$ cat config.mk
export PLATFORM = sky130hd
export DESIGN_NAME = gmc_cell_dp
export DESIGN_NICKNAME = d
export VERILOG_FILES = /design/src/hdl/gmc_pkg.sv /design/src/hdl/gmc_cell_dp.sv
export SDC_FILE = /design/constraint.sdc
export NUM_CORES = 1
export LEC_CHECK = 0
export BUFFER_PORTS_ARGS = -buffer_cell sky130_fd_sc_hd__buf_4
export CORE_MARGIN = 2
export CORE_UTILIZATION = 61
export CTS_BUF_LIST = sky130_fd_sc_hd__clkbuf_16
export DETAILED_ROUTE_END_ITERATION = 8
export PLACE_DENSITY_LB_ADDON = 0.08
export SLEW_MARGIN = 20
export SYNTH_ARGS = -nofsm -noshare
export SYNTH_HDL_FRONTEND = slang
export SYNTH_SLANG_ARGS = --single-unit
$ cat constraint.sdc
create_clock -name clock -period 9.25 [get_ports clock]
set_input_delay 0.925 -clock clock [delete_from_list [all_inputs] [get_ports clock]]
set_output_delay 0.925 -clock clock [all_outputs]
set_load 0.01 [all_outputs]
$ cat src/hdl/gmc_pkg.sv
`timescale 1ns / 1ps
// Shared constants, types and the stage record for the grid minimum climb path cost block.
// No dependencies; every other file imports this package.
package gmc_pkg;

   localparam int MAX_GRID = 128;
   localparam int ADDR_W   = (MAX_GRID > 1) ? $clog2(MAX_GRID) : 1;
   localparam int SIZE_W   = $clog2(MAX_GRID + 1);
   localparam int HEIGHT_W = 32;
   localparam int COST_W   = 48;
   localparam int CSR_W    = 8;

   typedef logic signed [HEIGHT_W-1:0] height_type;
   typedef logic signed [COST_W-1:0]   cost_type;
   typedef logic [ADDR_W-1:0]          addr_type;
   typedef logic [SIZE_W-1:0]          size_type;

   // Cell in the compute stage
   typedef struct packed {
      logic       valid;
      logic       row0;     // top row: no cell above
      logic       col0;     // left column: no cell to the left
      logic       last;     // bottom-right cell
      addr_type   col;
      height_type height;
   } stage_type;

endpackage

$ cat src/hdl/gmc_cell_dp.sv
`timescale 1ns / 1ps
// Per-cell cost datapath: cheaper of the step from above and from the left; holds the left neighbor.
// Top-left cell costs its height; top row and left column take their one step. Depends on gmc_pkg.
module gmc_cell_dp import gmc_pkg::*; (
   input  logic       clock,
   input  logic       reset,
   input  stage_type  stage,
   input  logic       advance,
   input  height_type up_height,
   input  cost_type   up_cost,
   output cost_type   cost
);

   height_type left_height_ff, left_height_in;
   cost_type   left_cost_ff, left_cost_in;
   cost_type   up_total;
   cost_type   left_total;
   cost_type   cost_sel;

   // rise from a to b, zero when going downhill
   function automatic cost_type rise(input height_type a, input height_type b);
      cost_type d;
      d = COST_W'(b) - COST_W'(a);
      return (d > 0) ? d : '0;
   endfunction

   always_comb begin
      up_total   = up_cost + rise(up_height, stage.height);
      left_total = left_cost_ff + rise(left_height_ff, stage.height);
      if (stage.row0 && stage.col0) begin
         cost_sel = COST_W'(stage.height);
      end else if (stage.row0) begin
         cost_sel = left_total;
      end else if (stage.col0) begin
         cost_sel = up_total;
      end else begin
         cost_sel = (up_total < left_total) ? up_total : left_total;
      end
   end

   assign cost = cost_sel;

   always_comb begin
      left_height_in = left_height_ff;
      left_cost_in   = left_cost_ff;
      if (advance) begin
         left_height_in = stage.height;
         left_cost_in   = cost_sel;
      end
   end

   always_ff @(posedge clock) begin
      if (reset) begin
         left_height_ff <= '0;
         left_cost_ff   <= '0;
      end else begin
         left_height_ff <= left_height_in;
         left_cost_ff   <= left_cost_in;
      end
   end

endmodule
# Yosys cells after proc, flatten, opt, wreduce, memory -nomap -nowiden
# Cells that the tools add are included.
# word_totals
inputBits,126
output_inout_bits,48
latchBits,0
rom_bits,0
n_memories,0
ramBits,0
word_cells,16
ff_bits,80
# classes
n_eq_ne,0
multipliers,0
mux,6
order_cmp,3
add_sub_neg,4
bitwise_logic,0
n_reduce_logical,1
n_shift,0
n_div,0
# op_table
cell,count
$mux W48,6
$add A48 B48 Y48,2
$gt A33 B1 Y1 const B,2
$sub A32 B32 Y33,2
$lt A48 B48 Y1,1
$logic_and A1 B1 Y1,1

# Logic depth before layout (Yosys ltp)
# Gate-level depths: netlist of run 1.
# depth
word_depth,9
mapped_depth,36
mapped_depth_nobuf,33

# Worst setup path before layout of run 1
# No wires, ideal clock.
# synth_path
path_kind,input to output
startpoint,in stage[0] in the netlist's numbering
endpoint,out cost[9]
t_required_ps,8325
arrival_ps,7588
path_slack_ps,737
stages,36
path_buffers,3
path_cell_list,inv_1 -> ha_1 -> fa_1 -> nand2b_1 -> a21oi_1 -> o2111ai_1 -> a211oi_1 -> o211ai_1 -> a21oi_1 -> o21ai_1 -> a31o_2 -> clkbuf_1 -> nor2_1 -> ha_1 -> inv_1 -> fa_1 -> nand2b_1 -> a21oi_1 -> o21ai_1 -> o31ai_2 -> a211oi_1 -> o41a_1 -> xnor2_1 -> inv_1 -> ha_1 -> a21oi_1 -> o21ai_0 -> a221oi_1 -> nand2_1 -> o311ai_0 -> and3_1 -> buf_2 -> buf_2 -> nand2_1 -> o21a_1 -> o21ai_0
# synth_via
elab_chain_len,9
word_cells_on_any_way,13
classes_between,add/sub (4); order compare (3); mux (6)
# synth_lines
element,line_no,rtl
from (decl),gmc_cell_dp.sv:7,"input stage_type stage,"
$sub A32 B32 Y33,gmc_cell_dp.sv:23,d = COST_W'(b) - COST_W'(a);
$gt A33 B1 Y1,gmc_cell_dp.sv:24,return (d > 0) ? d : '0;
$mux W48,gmc_cell_dp.sv:24,
"$add A48 B48 Y48, on equally long branches","gmc_cell_dp.sv:28, gmc_cell_dp.sv:29",
$lt A48 B48 Y1,gmc_cell_dp.sv:37,cost_sel = (up_total < left_total) ? up_total : left_total;
$mux W48,gmc_cell_dp.sv:37,
$mux W48,gmc_cell_dp.sv:34,end else if (stage.col0) begin
$mux W48 *,gmc_cell_dp.sv:32,end else if (stage.row0) begin
$mux W48 *,gmc_cell_dp.sv:30,if (stage.row0 && stage.col0) begin
to (decl),gmc_cell_dp.sv:11,output cost_type cost
# Every way passes the cells marked *; elsewhere a longest branch is shown, timed or not.

# Final worst setup path of run 1
# layout_path
startpoint,in stage[0] in the netlist's numbering
endpoint,out cost[28]
# Same word-level chain as after synthesis.

==> results.ini, run 1 <==
[floorplan]
num_rows=56
start_util=0.614
dieArea_um2=24700
die_w_um=157
fp.dieH_um=157
io_pins=174
core_area_um2=23300

[clock_tree]
cts_buffers=9
clock_path_buffers=2
hold_buffers=0
cts_max_level=3
cts.clk_slew.worst_paths_ps=60
clk-insertion-delay-late_ps=350
clock_sinks=80
cts_root_buf=clkbuf_16
cts_tree=built

[cells_and_area]
stdcell_area_um2=17700
multiInputGateArea_um2=12600
layout-drive-gt1-share=0.192
diodes=0
fin_nets=2591
num-fill-cells=1890
area_growth_pct=23.8
utilization=0.761
seq_area_um2=1600

[critical_path]
timing.critical_path.buf_inv=10
cpPeakStageDelay_ps=420
worstSetupStartpointType=input pin
slowest_stage=fa_1
path_common_cell=buf_4
cp_max_fo=7
path_class=input pin to output port
reg2reg_depth=36
path_depth=38
crit_required_ps=8330
arrival_ps=8280
end_kind=output port
path_delay_family=compound AO/OA/AOI/OAI gates

[global_route]
grt_pass1_wl_mm=73.9
grt_pass1_vias=15000
grt_use_total=0.377
antenna_found_initial=0
grt-ovfl-total=0
grt_max_degree=59

[sta]
setup_viol=0
rsz0062_at_grt=true
period_share=0.995
finalClockSkew_ps=8.05
fin_crit_ps=9200
fmax_mhz=109
slew_headroom=0.414
slew_viol_final=0
worst_slew_pin_slew_ps=879
holdWs_ps=485
hold_viol=0

[power]
power.density_nw_per_um2=205
power_mw=3.62
vdd_drop_max_uv=148
static-leakage-power_nw=8.31

[synth]
synth_async_sr_flop_share=0
synth-main-ff-cell=dfxtp_1
synth_edf_count=0
syn_area_um2=14300
synth.distinct_cells=91
ys_top_cells_by_area=ha_1, dfxtp_1, a21oi_1
syn_avg_cell_area_um2=7.16
ys_seq_area_frac=0.112
synth_top_cell_by_area=ha_1
synth_top_area_share=0.179
ys_ff_latch=80
synth_common_cells=nor2_1, a21oi_1, ha_1, nand2_1, inv_1
synth.most_common_cell=nor2_1
yosysWarnings=0
synth_cells=1997

[place]
place_area_um2=16600
place_congestion=0.973
hpwl_mm=39.5
io_buffers=164

[drt]
drt_iter0_drc=1356
ant_nets=0
via_per_inst=6.37
wl_per_cell_um=19.5
routed_wl_mm=50.3
drt_first_pass_iters=6
drcViolationCount=0
vias=16400

[outcome]
status=completed

[flow_run]
max_cap_violations=0

[worst_hold_path]
hp-class=flop to flop
holdPathStages=2

## power breakdown
part           internal [mW]  switching (mW)
Combinational           1.20            1.55
Sequential             0.390          0.0420
Clock                  0.290           0.156
Total                   1.88            1.74
## kinds of logic (layout without fill, tap and decap cells)
logic type | Yosys count | after routing | synth area share
buffers and inverters | 194 | 427 | 0.0522
other | 1 | 30 | 0.000262
adders and majority gates | 209 | 209 | 0.185
xor gates and xnor gates | 119 | 119 | 0.0740
muxes | 63 | 63 | 0.0449
and+or+nand+nor | 662 | 662 | 0.220
AOI/OAI and AO/OA | 669 | 670 | 0.312
DFF | 80 | 80 | 0.112
## per-layer routing
metal / global-route usage / up-vias / wire length [µm]
met2: 0.663 / 730 / 23600
met3: 0.0394 / 205 / 3340
li1: - / 7865 / -
met5: 0 / - / 0
met4: 0.278 / 0 / 4360
met1: 0.421 / 7630 / 19000
## state kept, by name, indices dropped and copies added, names as in the netlist
| signal | cells |
|---|---|
| left_height_ff | 32 |
| left_cost_ff | 48 |
## repair_timing
item,4_1_cts,5_1_grt
endpoints found under the setup margin,36,48
gates cloned,0,2
pin swaps,0,43
setup buffers,0,12
resized for setup,6,111
## through the flow
step	cells	TNS, ps	worst slack (ps)
final	2579	0	47.8
after global routing	2579	-2570	-186
after CTS	2565	0	0.317
after detailed placement	2550	-1210	-130
after global placement	2550	-26.9	-24.3
after floorplan	2026	0	737
## path summary, 6_finish.rpt
path	start	endpoint	slack, ps
max	stage[0]	cost[28]	50
max reg2reg	left_height_ff[0]	left_cost_ff[11]	1480
min reg2reg	left_cost_ff[31]	left_cost_ff[31]	490
min	left_cost_ff[31]	left_cost_ff[31]	490
## cell usage in the layout (no fill, tap or decap), drive strengths merged, types with 13 or more instances in the layout
cell type  instances
a211oi            37
a21boi            13
a21o              69
a21oi            208
a31oi             19
and2              30
and3              31
buf              289
conb              30
dfxtp             80
ha               205
inv              124
mux2i             54
nand2            166
nand2b            22
nand3             47
nand4             28
nor2             213
nor2b             13
nor3              49
o211ai            25
o21a              28
o21ai            116
o21bai            17
o31ai             13
or3               14
xnor2             58
xor2              61
## worst min-delay path: cells and delay by family, from the launching register on
family | cells | cell delay (ps)
compound gates | 1 | 50
flops | 1 | 330
simple gates | 1 | 60
## area by class of cell
cell class,instances,share of cell area
Multi-Input combinational cell,1753,0.714
Timing Repair Buffer,290,0.127
Sequential cell,80,0.0905
Inverter,122,0.0259
Tap cell,319,0.0226
Clock buffer,9,0.0127
Clock inverter,6,0.00749
Power figures use the tool's default switching activity.
==> run 2, diff against run 1 <==
Settings changed: BUFFER_PORTS_ARGS -buffer_cell sky130_fd_sc_hd__buf_4 to default, CORE_MARGIN 2 to 4, CORE_UTILIZATION 61 to 65, DONT_BUFFER_PORTS from default to 1.
==> results.ini, run 2 (same netlist as run 1, synthesis figures left out) <==
[global_route]
grt_pass1_wl_mm=73.3  ; -0.81%
grt_pass1_vias=14800  ; -1.1%
grt-ovfl-total=0  ; unchanged
antenna_found_initial=0  ; unchanged
grt_use_total=0.369  ; -0.00795
grt_max_degree=59  ; unchanged

[drt]
vias=15600  ; -4.9%
via_per_inst=6.61  ; +3.7%
routed_wl_mm=48.3  ; -3.8%
wl_per_cell_um=20.5  ; +5.0%
drt_first_pass_iters=8  ; +2
ant_nets=0  ; unchanged
drcViolationCount=0  ; unchanged
drt_iter0_drc=1184  ; -13%

[sta]
finalClockSkew_ps=13.9  ; +5.82 ps
worst_slew_pin_slew_ps=820  ; -59.0 ps
hold_viol=0  ; unchanged
slew_viol_final=0  ; unchanged
fmax_mhz=111  ; +2.1%
holdWs_ps=485  ; -0.448 ps
fin_crit_ps=9010  ; -188 ps
setup_viol=0  ; unchanged
slew_headroom=0.452  ; +0.0373
period_share=0.974  ; -0.0204

[outcome]
status=completed

[cells_and_area]
reg_top3=left_cost_ff x48, left_height_ff x32
num-fill-cells=1726  ; -8.7%
layout-drive-gt1-share=0.111  ; -0.0805
area_growth_pct=12.5
utilization=0.753  ; -0.00792
layout_commonest_cell=nor2_1
diodes=0  ; unchanged
regMostFlops=left_cost_ff
final_cell_mix=nor2_1, a21oi_1, ha_1
stdcell_area_um2=16100  ; -9.2%
largest_reg_flops=48  ; unchanged
fin_nets=2419  ; -6.6%

[clock_tree]
cts.clk_slew.worst_paths_ps=60  ; about the same
clk-insertion-delay-late_ps=350  ; about the same
cts_buffers=9  ; unchanged
clock_path_buffers=2  ; unchanged
hold_buffers=0  ; unchanged
cts_max_level=3  ; unchanged
clock_sinks=80  ; unchanged
cts_tree=built
cts_root_buf=clkbuf_16

[critical_path]
cpPeakStageDelay_ps=470  ; +50 ps
cp_max_fo=10  ; +3
path_class=input pin to output port
slowest_stage=or3b_2
crit_required_ps=8330  ; about the same
arrival_ps=8090  ; -190 ps
end_kind=output port
worstSetupStartpointType=input pin

[floorplan]
num_rows=53  ; -5.4%
dieArea_um2=24400  ; -1.0%
core_area_um2=21400  ; -8.2%
die_w_um=156  ; -0.50%
fp.dieH_um=156  ; -0.50%
start_util=0.669  ; +0.0549
io_pins=174  ; unchanged

[place]
io_buffers=0  ; -100%
place_area_um2=15300  ; -8.2%
place_congestion=0.970  ; -0.35%
hpwl_mm=39.0  ; -1.4%

[power]
power.density_nw_per_um2=206  ; +0.46%
vdd_drop_max_uv=129  ; -13%
static-leakage-power_nw=7.40  ; -11%

[worst_hold_path]
hp-class=flop to flop

[flow_run]
max_cap_violations=0  ; unchanged

run 2: worst paths after layout:
kind | from | endpoint | slack (ps) | depth (start not counted)
min reg2reg | left_cost_ff[31] | left_cost_ff[31] | 480 | 2
max | stage[0] | cost[40] | 240 | 34
min | left_cost_ff[31] | left_cost_ff[31] | 480 | 2
max reg2reg | left_height_ff[0] | left_cost_ff[15] | 1510 | 33
run 2: critical path: cells and delay by family:
kind | cells | cell delay [ps]
AND/OR/NAND/NOR | 8 | 1790
buffers and inverters | 6 | 760
AO/OA/AOI/OAI | 15 | 3010
adder cells (fa/ha/maj) | 5 | 1580
run 2: stage by stage:
step           total power [mW]  setup TNS (ps)  cells  setup slack [ps]
2_1_floorplan              2.04               0   2026               737
5_1_grt                    3.55           -34.3   2363             -16.5
6_report                   3.31               0   2363               236
3_5_place_dp               2.72           -4930   2329              -203
3_3_place_gp               2.66               0   2329             0.852
4_1_cts                    3.15               0   2346              6.56
run 2: final cells by class:
| cell class | count | area, µm² | share of cell area |
|---|---|---|---|
| sequential | 80 | 1600 | 0.0996 |
| tap | 275 | 344 | 0.0214 |
| timing repair buffer | 118 | 968 | 0.0602 |
| multi-input combinational | 1753 | 12400 | 0.769 |
| clock buffer | 9 | 225 | 0.0140 |
| inverter | 122 | 458 | 0.0285 |
| clock inverter | 6 | 110 | 0.00685 |
run 2: power by group:
group / switching (mW) / internal (mW)
registers: 0.0404 / 0.390
logic: 1.43 / 1.03
clock network: 0.153 / 0.262
total: 1.62 / 1.68
run 2: metal layers:
metal	routed length (µm)	GRT usage
met1	18000	0.398
met2	22200	0.634
met3	3940	0.0791
met4	4240	0.269
met5	0	0
run 2: what timing repair did:
action | CTS | global route
resized for setup | 6 | 66
buffers inserted | 2 | 16
cloned | 0 | 1
pin swaps | 1 | 26
setup endpoints to repair | 47 | 48
